[src/design/aens_pkg.sv]
// ----------------------------------------------------------------------------
// Archive entry name check - shared definitions
// Character codes, verdict codes, the per-step item type and the helper
// functions that classify bytes and recognise reserved device stems.
// ----------------------------------------------------------------------------
package aens_pkg;

  // Verdict codes carried on the result channel.
  localparam logic [1:0] VERDICT_SAFE    = 2'd0;
  localparam logic [1:0] VERDICT_CONTROL = 2'd1;
  localparam logic [1:0] VERDICT_UNSAFE  = 2'd2;

  // Character codes used by the path rules.
  localparam logic [7:0] CH_SLASH     = 8'h2F;
  localparam logic [7:0] CH_BACKSLASH = 8'h5C;
  localparam logic [7:0] CH_COLON     = 8'h3A;
  localparam logic [7:0] CH_DOT       = 8'h2E;
  localparam logic [7:0] CH_SPACE     = 8'h20;
  localparam logic [7:0] CH_LT        = 8'h3C;
  localparam logic [7:0] CH_GT        = 8'h3E;
  localparam logic [7:0] CH_QUOTE     = 8'h22;
  localparam logic [7:0] CH_PIPE      = 8'h7C;
  localparam logic [7:0] CH_QUESTION  = 8'h3F;
  localparam logic [7:0] CH_STAR      = 8'h2A;
  localparam logic [7:0] CH_DEL       = 8'h7F;
  localparam logic [7:0] CH_DIGIT_1   = 8'h31;
  localparam logic [7:0] CH_DIGIT_9   = 8'h39;
  localparam logic [7:0] CH_UPPER_A   = 8'h41;
  localparam logic [7:0] CH_UPPER_Z   = 8'h5A;
  localparam logic [7:0] CH_LOWER_A   = 8'h61;
  localparam logic [7:0] CH_LOWER_Z   = 8'h7A;
  localparam logic [7:0] CASE_OFFSET  = 8'h20;

  // Stem bookkeeping: four stored bytes, length saturating at five.
  localparam int STEM_BYTES = 4;
  localparam logic [2:0] STEM_LEN_MAX = 3'd5;
  localparam logic [2:0] STEM_LEN_FULL = 3'd4;
  localparam logic [2:0] STEM_LEN_THREE = 3'd3;
  localparam logic [1:0] SEEN_MAX = 2'd2;

  typedef logic [STEM_BYTES-1:0][7:0] stem_t;

  // One transaction of the input channel.
  typedef struct packed {
    logic [7:0] name_char;
    logic       char_present;
    logic       last_char;
  } item_t;

  function automatic logic is_letter(input logic [7:0] c);
    is_letter = (c >= CH_UPPER_A && c <= CH_UPPER_Z) ||
                (c >= CH_LOWER_A && c <= CH_LOWER_Z);
  endfunction

  function automatic logic is_control(input logic [7:0] c);
    is_control = (c < CH_SPACE) || (c == CH_DEL);
  endfunction

  function automatic logic is_bad_char(input logic [7:0] c);
    is_bad_char = (c == CH_BACKSLASH) || (c == CH_LT) || (c == CH_GT) ||
                  (c == CH_COLON) || (c == CH_QUOTE) || (c == CH_PIPE) ||
                  (c == CH_QUESTION) || (c == CH_STAR);
  endfunction

  function automatic logic [7:0] to_upper(input logic [7:0] c);
    if (c >= CH_LOWER_A && c <= CH_LOWER_Z) begin
      to_upper = c - CASE_OFFSET;
    end else begin
      to_upper = c;
    end
  endfunction

  // True when the stem spells a reserved device name.
  function automatic logic stem_reserved(input logic [2:0] len, input stem_t s);
    logic [23:0] w;
    logic        num_ok;
    w = {s[0], s[1], s[2]};
    num_ok = (s[3] >= CH_DIGIT_1) && (s[3] <= CH_DIGIT_9);
    if (len == STEM_LEN_THREE) begin
      stem_reserved = (w == "CON") || (w == "PRN") || (w == "AUX") || (w == "NUL");
    end else if (len == STEM_LEN_FULL) begin
      stem_reserved = ((w == "COM") || (w == "LPT")) && num_ok;
    end else begin
      stem_reserved = 1'b0;
    end
  endfunction

  // Judgement of a finished, non-empty segment.
  function automatic logic segment_bad(input logic [7:0] prev, input logic [2:0] len,
                                       input stem_t s);
    segment_bad = (prev == CH_DOT) || (prev == CH_SPACE) || stem_reserved(len, s);
  endfunction

endpackage

[src/design/archive_entry_name_safety_check.sv]
// ----------------------------------------------------------------------------
// Archive entry name safety check
// Streams an archive entry name one byte per transaction and returns one
// verdict per name: safe, control character present, or unsafe path.
//
//   Channel  Ports                                          Direction
//   input    in_valid/in_ready, in_name_char,               in
//            in_char_present, in_last_char
//   result   out_valid/out_ready, out_verdict               out
//
// One byte per cycle is taken unless a marked byte is held back. A byte goes
// from the input register through the per-name state update into the result
// register, which offers the verdict once the last-byte mark has passed both.
// Reset is synchronous and active low; it empties both registers and clears
// the per-name state. A waiting result holds back only a byte that carries
// the mark; that byte then stays in the input register and stops further
// input until the result is taken. Other bytes keep flowing meanwhile.
// ----------------------------------------------------------------------------
module archive_entry_name_safety_check (
  input  logic       clk,
  input  logic       rst_n,
  input  logic       in_valid,
  output logic       in_ready,
  input  logic [7:0] in_name_char,
  input  logic       in_char_present,
  input  logic       in_last_char,
  output logic       out_valid,
  input  logic       out_ready,
  output logic [1:0] out_verdict
);

  logic             in_valid_r;
  aens_pkg::item_t  item_r;
  logic             out_valid_r;
  logic [1:0]       verdict_r;
  logic [1:0]       verdict;
  logic             out_free;
  logic             step_go;

  // A byte advances unless it ends a name and the result slot is occupied.
  assign out_free = !out_valid_r || out_ready;
  assign step_go  = in_valid_r && (!item_r.last_char || out_free);
  assign in_ready = !in_valid_r || step_go;

  // Input register.
  always_ff @(posedge clk) begin
    if (!rst_n) begin
      in_valid_r <= 1'b0;
    end else if (in_ready) begin
      in_valid_r <= in_valid;
    end
  end

  always_ff @(posedge clk) begin
    if (in_valid && in_ready) begin
      item_r.name_char    <= in_name_char;
      item_r.char_present <= in_char_present;
      item_r.last_char    <= in_last_char;
    end
  end

  // Per-name state and verdict logic.
  aens_name_state u_state (
    .clk     (clk),
    .rst_n   (rst_n),
    .step_en (step_go),
    .item    (item_r),
    .verdict (verdict)
  );

  // Result register.
  always_ff @(posedge clk) begin
    if (!rst_n) begin
      out_valid_r <= 1'b0;
    end else if (step_go && item_r.last_char) begin
      out_valid_r <= 1'b1;
    end else if (out_ready) begin
      out_valid_r <= 1'b0;
    end
  end

  always_ff @(posedge clk) begin
    if (step_go && item_r.last_char) begin
      verdict_r <= verdict;
    end
  end

  assign out_valid   = out_valid_r;
  assign out_verdict = verdict_r;

endmodule

[src/design/aens_name_state.sv]
// ----------------------------------------------------------------------------
// Archive entry name check - per-name state
// Holds the running findings for the name in progress, updates them with one
// byte per step and forms the verdict on the step that ends the name.
// ----------------------------------------------------------------------------
module aens_name_state (
  input  logic               clk,
  input  logic               rst_n,
  input  logic               step_en,
  input  aens_pkg::item_t    item,
  output logic [1:0]         verdict
);

  logic [1:0]          seen_r, seen_nxt;
  logic                first_letter_r, first_letter_nxt;
  logic                ctrl_r, ctrl_nxt;
  logic                unsafe_r, unsafe_nxt;
  logic                seg_ne_r, seg_ne_nxt;
  logic [2:0]          stem_len_r, stem_len_nxt;
  aens_pkg::stem_t     stem_r, stem_nxt;
  logic                dot_r, dot_nxt;
  logic [7:0]          prev_r, prev_nxt;

  logic [7:0]          c;
  logic                unsafe_fin;

  assign c = item.name_char;

  // Next state for one byte of the name.
  always_comb begin
    seen_nxt         = seen_r;
    first_letter_nxt = first_letter_r;
    ctrl_nxt         = ctrl_r;
    unsafe_nxt       = unsafe_r;
    seg_ne_nxt       = seg_ne_r;
    stem_len_nxt     = stem_len_r;
    stem_nxt         = stem_r;
    dot_nxt          = dot_r;
    prev_nxt         = prev_r;
    if (item.char_present) begin
      if (aens_pkg::is_control(c)) begin
        ctrl_nxt = 1'b1;
      end
      if (aens_pkg::is_bad_char(c)) begin
        unsafe_nxt = 1'b1;
      end
      if (seen_r == 2'd0) begin
        first_letter_nxt = aens_pkg::is_letter(c);
        if (c == aens_pkg::CH_SLASH) begin
          unsafe_nxt = 1'b1;
        end
      end else if (seen_r == 2'd1 && first_letter_r && c == aens_pkg::CH_COLON) begin
        unsafe_nxt = 1'b1;
      end
      if (c == aens_pkg::CH_SLASH) begin
        // Segment ends here: judge it, then start a fresh one.
        if (!seg_ne_r || aens_pkg::segment_bad(prev_r, stem_len_r, stem_r)) begin
          unsafe_nxt = 1'b1;
        end
        seg_ne_nxt   = 1'b0;
        stem_len_nxt = 3'd0;
        stem_nxt     = '0;
        dot_nxt      = 1'b0;
      end else begin
        seg_ne_nxt = 1'b1;
        if (!dot_r) begin
          if (c == aens_pkg::CH_DOT) begin
            dot_nxt = 1'b1;
          end else begin
            if (stem_len_r < aens_pkg::STEM_LEN_FULL) begin
              stem_nxt[stem_len_r[1:0]] = aens_pkg::to_upper(c);
            end
            if (stem_len_r < aens_pkg::STEM_LEN_MAX) begin
              stem_len_nxt = stem_len_r + 3'd1;
            end
          end
        end
      end
      prev_nxt = c;
      if (seen_r < aens_pkg::SEEN_MAX) begin
        seen_nxt = seen_r + 2'd1;
      end
    end
  end

  // Closing judgement for the step that carries the last-byte mark.
  always_comb begin
    unsafe_fin = unsafe_nxt;
    if (seg_ne_nxt) begin
      if (aens_pkg::segment_bad(prev_nxt, stem_len_nxt, stem_nxt)) begin
        unsafe_fin = 1'b1;
      end
    end else if (seen_nxt == 2'd0) begin
      unsafe_fin = 1'b1;
    end
    if (ctrl_nxt) begin
      verdict = aens_pkg::VERDICT_CONTROL;
    end else if (unsafe_fin) begin
      verdict = aens_pkg::VERDICT_UNSAFE;
    end else begin
      verdict = aens_pkg::VERDICT_SAFE;
    end
  end

  // State registers: cleared after every verdict.
  always_ff @(posedge clk) begin
    if (!rst_n || (step_en && item.last_char)) begin
      seen_r         <= 2'd0;
      first_letter_r <= 1'b0;
      ctrl_r         <= 1'b0;
      unsafe_r       <= 1'b0;
      seg_ne_r       <= 1'b0;
      stem_len_r     <= 3'd0;
      stem_r         <= '0;
      dot_r          <= 1'b0;
      prev_r         <= 8'd0;
    end else if (step_en) begin
      seen_r         <= seen_nxt;
      first_letter_r <= first_letter_nxt;
      ctrl_r         <= ctrl_nxt;
      unsafe_r       <= unsafe_nxt;
      seg_ne_r       <= seg_ne_nxt;
      stem_len_r     <= stem_len_nxt;
      stem_r         <= stem_nxt;
      dot_r          <= dot_nxt;
      prev_r         <= prev_nxt;
    end
  end

endmodule
[config.mk]
export PLATFORM = sky130hd
export DESIGN_NAME = archive_entry_name_safety_check
export DESIGN_NICKNAME = d
export VERILOG_FILES = /design/src/design/aens_pkg.sv /design/src/design/archive_entry_name_safety_check.sv /design/src/design/aens_name_state.sv
export SDC_FILE = /design/constraint.sdc
export NUM_CORES = 1
export LEC_CHECK = 0
export BUFFER_PORTS_ARGS = -buffer_cell sky130_fd_sc_hd__buf_4
export CORE_UTILIZATION = 29
export CTS_CLUSTER_DIAMETER = 150
export DETAILED_ROUTE_END_ITERATION = 10
export PLACE_DENSITY = 0.5
export SLEW_MARGIN = 20
export SYNTH_ARGS = -nofsm -noshare
export SYNTH_HDL_FRONTEND = slang
export SYNTH_SLANG_ARGS = --single-unit
[constraint.sdc]
create_clock -name clk -period 8 [get_ports clk]
set_input_delay 0 -clock clk [delete_from_list [all_inputs] [get_ports clk]]
set_output_delay 0 -clock clk [all_outputs]
set_load 0.03 [all_outputs]
=== Yosys cells after proc, flatten, opt, wreduce, memory -nomap -nowiden ===
Index checks and enable logic that the tools add are counted.

* Flip-flop bits (word level): 64
* Input bits: 14
* Word-level logic and storage cells: 164
* Output and inout port bits: 4

* Order comparisons: 14
* Eq/ne operators: 32
* Reduce and logical (&&, ||, !) cells: 48
* Add/sub/neg operators: 3
* Multiplexer cells: 49

{| class="wikitable"
|+ Operators with widths
! kind !! number
|-
| equality test 24 x 23 -> 1 bit, second input constant || 12
|-
| 2-to-1 mux 32 bit || 5
|-
| equality test 8 x 6 -> 1 bit, second input constant || 12
|-
| 2-to-1 mux 8 bit || 8
|-
| bitwise mux 32 bit || 1
|-
| logical OR 1 bit || 26
|-
| 2-to-1 mux 1 bit || 26
|-
| equality test 8 x 7 -> 1 bit, second input constant || 3
|-
| demux 8 bit (select 2 bit) || 1
|-
| >= comparator 8 x 6 -> 1 bit, second input constant || 2
|-
| >= comparator 8 x 7 -> 1 bit, second input constant || 2
|-
| <= comparator 8 x 6 -> 1 bit, second input constant || 2
|-
| <= comparator 8 x 7 -> 1 bit, second input constant || 2
|-
| 2-to-1 mux 3 bit || 5
|-
| logical AND 1 bit || 12
|-
| < comparator 8 x 6 -> 1 bit, second input constant || 1
|-
| subtractor 8 x 6 -> 8 bit, second input constant || 1
|-
| equality test 3 x 2 -> 1 bit, second input constant || 2
|-
| equality test 3 bit, second input constant || 2
|-
| < comparator 3 bit, second input constant || 2
|-
| 2-to-1 mux 2 bit || 3
|-
| logical NOT 1 bit || 5
|-
| logical NOT 2 bit || 2
|-
| adder 3 x 1 -> 3 bit, second input constant || 1
|-
| other kinds (8) || 8
|}

=== Longest topological paths before layout ===
Gate-level depths: netlist of the first run.

* Depth in word-level cells: 24
* Depth in mapped cells: 13
* Mapped depth without buffers: 11

=== By module ===
From an unflattened synthesis of the first run, not the netlist that was laid out.

* Cell total of the unflattened synthesis: 486
* Area total of the unflattened synthesis: 3986.3 µm²

{| class="wikitable"
|+ Modules (own cells, without submodules)
! module !! area each (µm²) !! cells an instance !! times used
|-
| aens_name_state || 3508.4 || 462 || 1
|-
| archive_entry_name_safety_check || 478.0 || 24 || 1
|}

=== Worst setup path before layout of the first run ===
OpenSTA, ideal clock, no wires.

* Kind: reg2reg
* Start point: register item_r[8] (netlist bit)
* End point: register verdict_r[1], in the netlist out_verdict[1], data pin
* Cell stages (with the launch flop): 12
* Arrival: 2.652 ns
* Required time: 7.869 ns
* Library setup time: 0.131 ns
* Clock period less this slack: 2.783 ns
* Buffers on the path: 2
* Path slack: 5.217 ns
* Cells stage by stage: edfxtp_1 > buf_6 > or4b_4 > buf_6 > or3_4 > o21ai_2 > a21oi_2 > or4_1 > nor3_1 > o2111ai_1 > a21oi_1 > o31a_1

* Longest elaborated chain between the ends: 24
* Elaborated cells on any way between the ends: 80
* Classes of those cells: add/sub (1); order compare (5); eq/ne (21); mux (35); reduce/logical (18)

{| class="wikitable"
|+ RTL lines
! item !! line !! RTL
|-
| start: declaration || archive_entry_name_safety_check.sv:33 || <nowiki>aens_pkg::item_t item_r;</nowiki>
|-
| >= comparator 8 x 7 -> 1 bit / <= comparator 8 x 7 -> 1 bit (equally long branches) || aens_pkg.sv:66 || <nowiki>if (c >= CH_LOWER_A && c <= CH_LOWER_Z) begin</nowiki>
|-
| logical AND 1 bit || aens_pkg.sv:66 ||
|-
| 2-to-1 mux 8 bit || aens_pkg.sv:66 ||
|-
| 2-to-1 mux 8 bit || aens_name_state.sv:70 || <nowiki>if (stem_len_r < aens_pkg::STEM_LEN_FULL) begin</nowiki>
|-
| 2-to-1 mux 8 bit || aens_name_state.sv:67 || <nowiki>if (c == aens_pkg::CH_DOT) begin</nowiki>
|-
| 2-to-1 mux 8 bit || aens_name_state.sv:66 || <nowiki>if (!dot_r) begin</nowiki>
|-
| 2-to-1 mux 8 bit || aens_name_state.sv:55 || <nowiki>if (c == aens_pkg::CH_SLASH) begin</nowiki>
|-
| 2-to-1 mux 8 bit || aens_name_state.sv:40 || <nowiki>if (item.char_present) begin</nowiki>
|-
| [8 not listed] || n/a ||
|-
| logical AND 1 bit / logical OR 1 bit (equally long branches) || aens_pkg.sv:82, aens_pkg.sv:80 ||
|-
| 2-to-1 mux 1 bit / logical OR 1 bit (equally long branches) || aens_pkg.sv:81, aens_pkg.sv:80 ||
|-
| 2-to-1 mux 1 bit || aens_pkg.sv:79 || <nowiki>if (len == STEM_LEN_THREE) begin</nowiki>
|-
| 2-to-1 mux 1 bit || aens_name_state.sv:89 || <nowiki>if (seg_ne_nxt) begin</nowiki>
|-
| logical OR 1 bit || aens_pkg.sv:91 || <nowiki>segment_bad = (prev == CH_DOT) || (prev == CH_SPACE) || stem_reserved(len, s);</nowiki>
|-
| 2-to-1 mux 1 bit || aens_name_state.sv:90 || <nowiki>if (aens_pkg::segment_bad(prev_nxt, stem_len_nxt, stem_nxt)) begin</nowiki>
|-
| 2-to-1 mux 1 bit || aens_name_state.sv:89 ||
|-
| 2-to-1 mux 2 bit || aens_name_state.sv:98 || <nowiki>end else if (unsafe_fin) begin</nowiki>
|-
| end signal: assignment || archive_entry_name_safety_check.sv:84 || <nowiki>verdict_r <= verdict;</nowiki>
|-
| end: declaration || archive_entry_name_safety_check.sv:35 || <nowiki>logic [1:0] verdict_r;</nowiki>
|}

Several ways; a longest one is shown, not always the timed one. The select of a mux whose other input is x is not followed.
A chain may end at the register's enable or synchronous reset.

=== Worst setup path after layout of the first run ===
* Start point: register item_r[5] (netlist bit)
* End point: register verdict_r[1], in the netlist out_verdict[1], data pin

The elaborated chain is that of the path after synthesis.

==> results.cfg, run 1 <==
[logic_synthesis]
synthCells = 499
syn_avg_cell_area_sq_um = 7.78
yosys_warnings = 0
syn_area_sq_um = 3880
yosys-top-cells-area = dfxtp_1 (26%), edfxtp_1 (9.3%), nor2_1 (7.4%)
yosys.area.top_type = dfxtp_1
synth_nets = 521
ys_ff_latch = 63
synthFlopType = dfxtp_1
synth_edf_count = 12
async_flop_share_pct = 0
yosysSeqAreaShare_pct = 35.6
synth_top_area_share_pct = 26.3
synth_cell_types = 63

[critical_path]
path_class = flop to flop
cp-end-kind = flop
required_ns = 8.21
cp_max_fo = 27
r2r_cells = 9
arrival_ns = 3.76
start_kind = flop

[sta]
timing.setup.tns_ns = 0
report.final.slew_viol_count = 0
max_freq_mhz = 282
worst_slack_ns = 4.45
hold_viol = 0
setup_violations = 0
clock_skew_ns = 0.00594
relSlewSlack_pct = 29.3
grt_setup_unrepaired = no
period_share_pct = 44.4
fin_crit_ns = 3.55
holdWs_ns = 0.0440
worst_pin_slew_ns = 1.05

[finish]
post-route-util_pct = 35.0
fillCellCount = 1373
final_cell_area_sq_um = 4490
diodes = 0
drive_gt1_share_pct = 8.97
layout.nets = 530
area_delta_synth_final_pct = 15.7
stdcell_count = 685

[placement]
placed_cells = 657
gp_congestion = 0.960
io_buffers = 17
place_area_sq_um = 4100
post-place-ws_ns = 4.48
hpwlAfterDp_um = 9420

[power_and_ir_drop]
p_per_area_nw_per_um2 = 175
p_total_mw = 0.785
peakVddDrop_v = 0.0000893
p_leak_nw = 1.54

[drt]
via_per_inst = 5.69
route.detailed.drc = 0
wl_per_cell_um = 18.9
drt-initial-drc-count = 386
first_pass_iters = 5
routed_wl_um = 13000
ant_nets = 0
num_vias = 3899

[floorplan]
design.core.area_sq_um = 12800
io_pins = 18
die_x_um = 118
die_area_sq_um = 13800
die_height_um = 118
start_util_pct = 30.3
rows = 41

[grt]
track_usage_pct = 19.1
antenna_found_initial = 0
grt_pass1_wl_um = 20500
grt_pass1_vias = 3694
grt_max_degree = 50
overflow = 0

[clocking]
cts.path.max_buffers = 2
cts.clk_slew.worst_paths_ns = 0.06
htreeDepth = 3
cts.sinks = 63
clock-root-buffer = clkbuf_16
cts_setup_buffers = 0
numCtsBuffers = 9
clock_latency_ns = 0.34
cts_tree = done

[status]
status = finished clean

[worst_hold_path]
hold_path_depth = 3
hold_class = primary input to flop

[flow_run]
cap_violations = 0
## repair_timing
action                                 CTS  global route
endpoints found under the hold margin   12             0
hold buffers                            12             0
resized for setup                        0             0
## cells by family (layout without fill, tap and decap cells)
kind of cell,Yosys count,count (layout),share of synthesized area [%]
AOI/OAI and AO/OA,145,145,25.0
adders and majority gates,8,8,2.58
muxes,5,5,1.29
buffers and inverters,47,61,5.16
and+or+nand+nor,231,231,30.4
DFF,63,63,35.6
## worst paths after layout
path,startpoint,to,slack [ns]
max,item_r[5],out_verdict[1],4.45
min,out_ready,out_valid,0.04
max reg2reg,item_r[5],out_verdict[1],4.45
min reg2reg,u_state.prev_r[6],u_state.prev_r[6],0.45
## synthesized netlist by cell type, types with 3 or more instances
library cell and instances:
o21ai_0 17, edfxtp_1 12, mux2i_1 5, a31oi_1 13
nand3b_1 4, o21a_1 3, nor3b_1 3, nand2b_1 4
a22oi_1 31, nor2b_1 8, dfxtp_1 51, nand2_1 56
nor2_1 76, ha_1 8, inv_1 12, nor3_1 17
o22a_1 3, o211ai_1 3, a2bb2oi_1 3, nand3_1 12
nand4bb_1 3, or4_1 6, and3_1 5, buf_2 4
a211oi_1 10, nand4b_1 5, a21oi_1 34, and4_1 3
nand4_1 6, nor4_1 12, clkbuf_1 26, and4b_1 3
## flip-flops by register name, summed over array words and instances, names as in the netlist
register	count
u_state.stem_r	32
item_r	10
u_state.prev_r	8
u_state.stem_len_r	3
out_verdict	2
u_state.seen_r	2
in_valid_r	1
out_valid	1
u_state.ctrl_r	1
u_state.dot_r	1
u_state.seg_ne_r	1
u_state.unsafe_r	1
## per-layer routing
layer  up-vias  global-route usage (%)  routed length, um
met1      1879                    26.0               6000
met5         -                       0                  0
met2       122                    28.6               5740
met3        28                    4.22                782
li1       1870                       -                  -
met4         0                    8.49                431
## power breakdown
part           total, mW  switching [mW]  internal, mW
Sequential         0.349          0.0167         0.332
Combinational     0.0849          0.0522        0.0328
Clock              0.352           0.143         0.209
Total              0.785           0.212         0.573
## layout by cell type, fill, tap and decap left out, types with 3 or more instances in the layout
cell type / synthesis / routed
a211oi_1: 10 / 10
a21oi_1: 34 / 34
a22oi_1: 31 / 31
a2bb2oi_1: 3 / 3
a31oi_1: 13 / 12
and3_1: 5 / 5
and4_1: 3 / 3
and4b_1: 3 / 3
buf_4: 1 / 21
clkbuf_16: 0 / 9
clkinv_2: 0 / 4
dfxtp_1: 51 / 51
dlygate4sd3_1: 0 / 12
edfxtp_1: 12 / 12
ha_1: 8 / 8
inv_1: 12 / 12
mux2i_1: 5 / 5
nand2_1: 56 / 56
nand2b_1: 4 / 4
nand3_1: 12 / 12
nand3b_1: 4 / 4
nand4_1: 6 / 6
nand4b_1: 5 / 5
nand4bb_1: 3 / 3
nor2_1: 76 / 76
nor2b_1: 8 / 8
nor3_1: 17 / 17
nor3b_1: 3 / 3
nor4_1: 12 / 12
o211ai_1: 3 / 3
o21a_1: 3 / 3
o21ai_0: 17 / 17
o22a_1: 3 / 3
or4_1: 6 / 6
## cell type report
type,instances,area (sq um),area share (%)
inverter,12,45.0,1.00
clock inverter,6,37.5,0.836
timing repair buffer,33,278,6.18
multi-input combinational,389,2310,51.3
sequential,63,1380,30.8
tap,172,215,4.79
clock buffer,10,229,5.10
## worst max-delay path, cell delays in order, from the launching register on
cell,delay [ns]
edfxtp_1,0.91
nand2_1,0.36
or4b_2,0.70
o21ai_0,0.12
o211ai_1,0.17
or4_1,0.45
nor3_1,0.21
o2111ai_1,0.14
a21oi_1,0.21
o31a_1,0.14
(Power assumes the default switching activity.)
==> inputs of run 2 (changes only) <==
==> constraint.sdc (replaced) <==
create_clock -name clk -period 3.5 [get_ports clk]
set_input_delay 0 -clock clk [delete_from_list [all_inputs] [get_ports clk]]
set_output_delay 0 -clock clk [all_outputs]
set_load 0.03 [all_outputs]
==> run 2 against run 1 <==
Design area is 4.3% higher. Via count is 4.3% higher. Hold slack worse by 0.0038 ns. Highest routed layer unchanged. Sequential share of layout area is 1.3 points lower. Clock skew is 0.0039 ns higher. Die area stayed put. Worst setup slack worse by 4.2 ns.
==> results.cfg, run 2 (same netlist as run 1, synthesis figures left out) <==
[finish]
layout_commonest_cell = nor2_1
largest-register = u_state.stem_r
reg_top3 = u_state.stem_r (32), item_r (10), u_state.prev_r (8)
drive_gt1_share_pct = 12.7
layout.nets = 554
diodes = 0
largest_reg_flops = 32
layout_common_cells = nor2_1 (76), nand2_1 (56), dfxtp_1 (51), buf_4 (45), a21oi_1 (34)
area_delta_synth_final_pct = 20.7

[sta]
max_freq_mhz = 306
setup_violations = 0
report.final.slew_viol_count = 0
fin_crit_ns = 3.27
worst_pin_slew_ns = 0.666
holdWs_ns = 0.0402
grt_setup_unrepaired = no
period_share_pct = 93.4
clock_skew_ns = 0.00988
timing.setup.tns_ns = 0
relSlewSlack_pct = 55.2
hold_viol = 0

[critical_path]
path_class = flop to flop
cp-end-kind = flop
startpoint = item_r[9]
r2r_cells = 9
cp_max_fo = 12
start_kind = flop
required_ns = 3.72
arrival_ns = 3.49
timing.rr.start = item_r[9]

[grt]
antenna_found_initial = 0
overflow = 0
grt_pass1_wl_um = 21400
grt_pass1_vias = 3772
track_usage_pct = 20.1
grt_max_degree = 50

[drt]
routed_wl_um = 13500
route.detailed.drc = 0
via_per_inst = 5.74
wl_per_cell_um = 19.1
num_vias = 4067
first_pass_iters = 5
ant_nets = 0
drt-initial-drc-count = 531

[placement]
io_buffers = 17
hpwlAfterDp_um = 10100
gp_congestion = 0.981

[worst_hold_path]
hold_class = primary input to flop
min-delay-start = out_ready
hold_path_depth = 3

[clocking]
clock_latency_ns = 0.34
htreeDepth = 3
cts.sinks = 63
clock-root-buffer = clkbuf_16
cts.clk_slew.worst_paths_ns = 0.06
cts.path.max_buffers = 2
cts_tree = done
numCtsBuffers = 9

[power_and_ir_drop]
p_per_area_nw_per_um2 = 399
p_leak_nw = 1.66
peakVddDrop_v = 0.000215

[status]
status = finished clean

[flow_run]
cap_violations = 0

[floorplan]
rows = 41
die_x_um = 118
design.core.area_sq_um = 12800
die_height_um = 118
start_util_pct = 30.3
io_pins = 18
die_area_sq_um = 13800
[run 2: path summary, 6_finish.rpt]
kind | to | slack (ns)
hold reg to reg | u_state.prev_r[5] | 0.45
setup reg to reg | out_verdict[1] | 0.23
setup / recovery | out_verdict[1] | 0.23
hold / removal | out_valid | 0.04
[run 2: metal layers]
metal | GRT usage (%) | up-vias | part of all wire [%]
met5 | 0 | - | 0
met4 | 9.62 | 0 | 3.4
met3 | 4.70 | 30 | 6.8
met2 | 29.7 | 149 | 43
met1 | 27.4 | 1967 | 47
li1 | - | 1921 | -
[run 2: stage by stage]
| step | setup slack [ns] | instances | total power, mW | instance area [sq um] | util [%] |
|---|---|---|---|---|---|
| after floorplan | 0.717 | 499 | 0.931 | 3880 | - |
| after global placement | 0.353 | 681 | 1.01 | 4280 | 33.4 |
| after detailed placement | 0.320 | 681 | 1.01 | 4280 | 33.4 |
| after CTS | 0.285 | 708 | 1.88 | 4680 | 36.5 |
| after global routing | 0.0823 | 708 | 1.95 | 4690 | 36.5 |
| final | 0.230 | 708 | 1.87 | 4690 | 36.5 |
[run 2: critical path: stages, from the launching register on]
cell       delay [ns]
edfxtp_1         0.57
nor4b_4          0.53
a21oi_1          0.31
or4_1            0.48
a22oi_1          0.32
o211ai_1         0.14
nor4_1           0.31
o2111ai_1        0.18
a21oi_1          0.17
o31a_1           0.13
[run 2: power breakdown]
part	switching [mW]	internal (mW)	total, mW
Sequential	0.0239	0.760	0.783
Clock	0.320	0.541	0.861
Combinational	0.139	0.0877	0.227
[run 2: area by class of cell]
cell class / count / area, sq um
Sequential cell: 63 / 1380
Fill cell: 1351 / 8140
Tap cell: 172 / 215
Clock buffer: 10 / 229
Timing Repair Buffer: 57 / 458
Multi-Input combinational cell: 389 / 2310
Inverter: 12 / 45.0
Clock inverter: 5 / 51.3
[run 2: what timing repair did]
action / CTS / global route
resized for setup: 0 / 0
hold endpoints to repair: 12 / 0
buffers inserted: 0 / 0
hold buffers: 12 / 0
==> inputs of run 3 (changes only) <==
--- a/config.mk
+++ b/config.mk
@@ -5,6 +5,7 @@
 export SDC_FILE = /design/constraint.sdc
 export NUM_CORES = 1
 export LEC_CHECK = 0
+export ABC_AREA = 1
 export BUFFER_PORTS_ARGS = -buffer_cell sky130_fd_sc_hd__buf_4
 export CORE_UTILIZATION = 29
 export CTS_CLUSTER_DIAMETER = 150
==> run 3 against run 2 <==
Design area grew 6.4%. Wire length grew 2.9%. Fmax grew 9.9%. Register-to-register slack gained 0.30 ns. Sequential share of layout area shrank 1.8 points. Clock skew shrank 0.0031 ns. Hold slack lost 0.0066 ns. Core utilization shrank 2.1 points. Largest cell class unchanged. Largest power group unchanged.
==> results.cfg, run 3 <==
[power_and_ir_drop]
peakVddDrop_v = 0.000233
p_per_area_nw_per_um2 = 407
power.internal_mw = 1.41
p_seq_share_pct = 39.9
switching_power_mw = 0.612
combPwrFrac_pct = 18.5
p_leak_nw = 2.21
swShare_pct = 30.2
power_frac_clock_pct = 41.7

[clocking]
cts.repair.resized = 0
cts_setup_buffers = 0
cts_tree = done
cts.path.max_buffers = 2
cts.sinks = 63
cts.clk_slew.worst_paths_ns = 0.05
htreeDepth = 3
clock-root-buffer = clkbuf_16
numCtsBuffers = 9
clock_latency_ns = 0.34
cts_hold_buf = 12

[grt]
antenna_found_initial = 0
track_usage_pct = 19.9
grt_pass1_vias = 4364
overflow = 0
grt_max_degree = 63
grt_pass1_wl_um = 22500

[floorplan]
die_area_sq_um = 15300
io_pins = 18
rows = 44
start_util_pct = 29.7
die_height_um = 124
die_x_um = 124
design.core.area_sq_um = 14500

[sta]
timing.setup.tns_ns = 0
period_share_pct = 85.0
relSlewSlack_pct = 46.2
report.final.slew_viol_count = 0
grt_setup_unrepaired = no
clock_skew_ns = 0.00680
setup_violations = 0
worst_slack_ns = 0.525
holdWs_ns = 0.0336
fin_crit_ns = 2.97
hold_viol = 0
worst_pin_slew_ns = 0.806
max_freq_mhz = 336

[placement]
post-place-ws_ns = 0.538
gp_congestion = 0.924
hpwlAfterDp_um = 10200
io_buffers = 17
place_area_sq_um = 4590

[finish]
layout_commonest_cell = nand2_1
drive_gt1_share_pct = 9.97
layout_common_cells = nand2_1 (160), inv_1 (94), a21oi_1 (72), nor2_1 (63), dfxtp_1 (51)
layout.nets = 719
area_delta_synth_final_pct = 16.0
largest-register = u_state.stem_r
reg_top3 = u_state.stem_r (32), item_r (10), u_state.prev_r (8)
post-route-util_pct = 34.4
diodes = 0
largest_reg_flops = 32
final_cell_area_sq_um = 4980

[logic_synthesis]
yosys_warnings = 0
synth_top_area_share_pct = 23.8
yosysSeqAreaShare_pct = 32.2
synthCells = 673
syn_avg_cell_area_sq_um = 6.38
synth_most_common_cell = nand2_1
synth_edf_count = 12
ys_ff_latch = 63
yosys-top-cells-area = dfxtp_1 (24%), nand2_1 (14%), a21oi_1 (8.4%)
yosys.area.top_type = dfxtp_1
synthFlopType = dfxtp_1
synth_nets = 695
synth_cell_types = 43
syn_area_sq_um = 4300
async_flop_share_pct = 0
synthTopCellsByCount = nand2_1 (160), inv_1 (94), a21oi_1 (72)

[drt]
via_per_inst = 5.07
drt-initial-drc-count = 403
ant_nets = 0
first_pass_iters = 5
wl_per_cell_um = 15.7
route.detailed.drc = 0
num_vias = 4494
routed_wl_um = 13900

[worst_hold_path]
hold_class = primary input to flop

[critical_path]
startpoint = item_r[4]
cp-end-kind = flop
required_ns = 3.59
path_class = flop to flop
crit_end = out_verdict[1]
start_kind = flop
arrival_ns = 3.06
cp_max_fo = 22
timing.rr.start = item_r[4]
ff2ff_setup_slack_ns = 0.53
timing.rr.end = out_verdict[1]
r2r_cells = 13

[flow_run]
cap_violations = 0

[status]
status = finished clean
[run 3: cell count changes in the layout (fill, tap and decap cells not counted), moves of 30 or more]
cell	previous run	this run
nand2_1	56	160
inv_1	12	94
a21oi_1	34	72
nand3_1	12	46
a22oi_1	31	0
o21ai_0	17	47
[run 3: layout make-up]
class / count / area [sq um]
timing repair buffer: 36 / 300
clock inverter: 1 / 5.00
sequential: 63 / 1380
tap: 184 / 230
clock buffer: 15 / 268
multi-input combinational: 486 / 2420
inverter: 101 / 379
fill: 1582 / 9500
[run 3: worst min-delay path by stage]
stage | start | endpoint | cells after the start
2_1_floorplan | in_last_char | item_r[0] | 0
3_3_place_gp | in_char_present | item_r[1] | 1
3_5_place_dp | in_name_char[0] | item_r[2] | 1
4_1_cts | out_ready | in_valid_r | 4
5_1_grt | out_ready | in_valid_r | 4
6_report | out_ready | in_valid_r | 4
[run 3: power groups by stage]
stage	registers, mW	logic, mW	clock network, mW
6_report	0.808	0.375	0.844
5_1_grt	0.813	0.422	0.913
4_1_cts	0.808	0.373	0.869
3_5_place_dp	0.823	0.361	0
3_3_place_gp	0.823	0.362	0
2_1_floorplan	0.814	0.259	0
[run 3: kinds of logic after synthesis]
family / synth area share (%)
and+or+nand+nor: 35.6
AOI/OAI and AO/OA: 18.4
buffers and inverters: 11.5
DFF: 32.2
adders and majority gates: 2.33
[run 3: metrics by stage]
step | total power [mW] | cells
after global placement | 1.19 | 858
after floorplan | 1.07 | 673
after global routing | 2.15 | 886
after CTS | 2.05 | 886
final | 2.03 | 886
after detailed placement | 1.18 | 858
[run 3: critical path, cell delays in order, from the launching register on]
cell and delay, ns:
edfxtp_1 0.52, nand2_4 0.15, nor3_4 0.06, nand3_2 0.37, clkinv_1 0.47, a21oi_1 0.24, o21ai_0 0.20, a21o_1 0.23
nand2_1 0.06, nor2_1 0.07, a21oi_1 0.14, nand2_1 0.07, nand2_1 0.08, a21oi_2 0.06
[run 3: layer usage]
| layer | vias to the layer above | GRT usage, % | routed length, um |
|---|---|---|---|
| li1 | 2280 | - | - |
| met1 | 2060 | 25.0 | 6360 |
| met2 | 121 | 32.0 | 6320 |
| met3 | 33 | 3.57 | 670 |
| met4 | 0 | 11.1 | 582 |
| met5 | - | 0 | 0 |
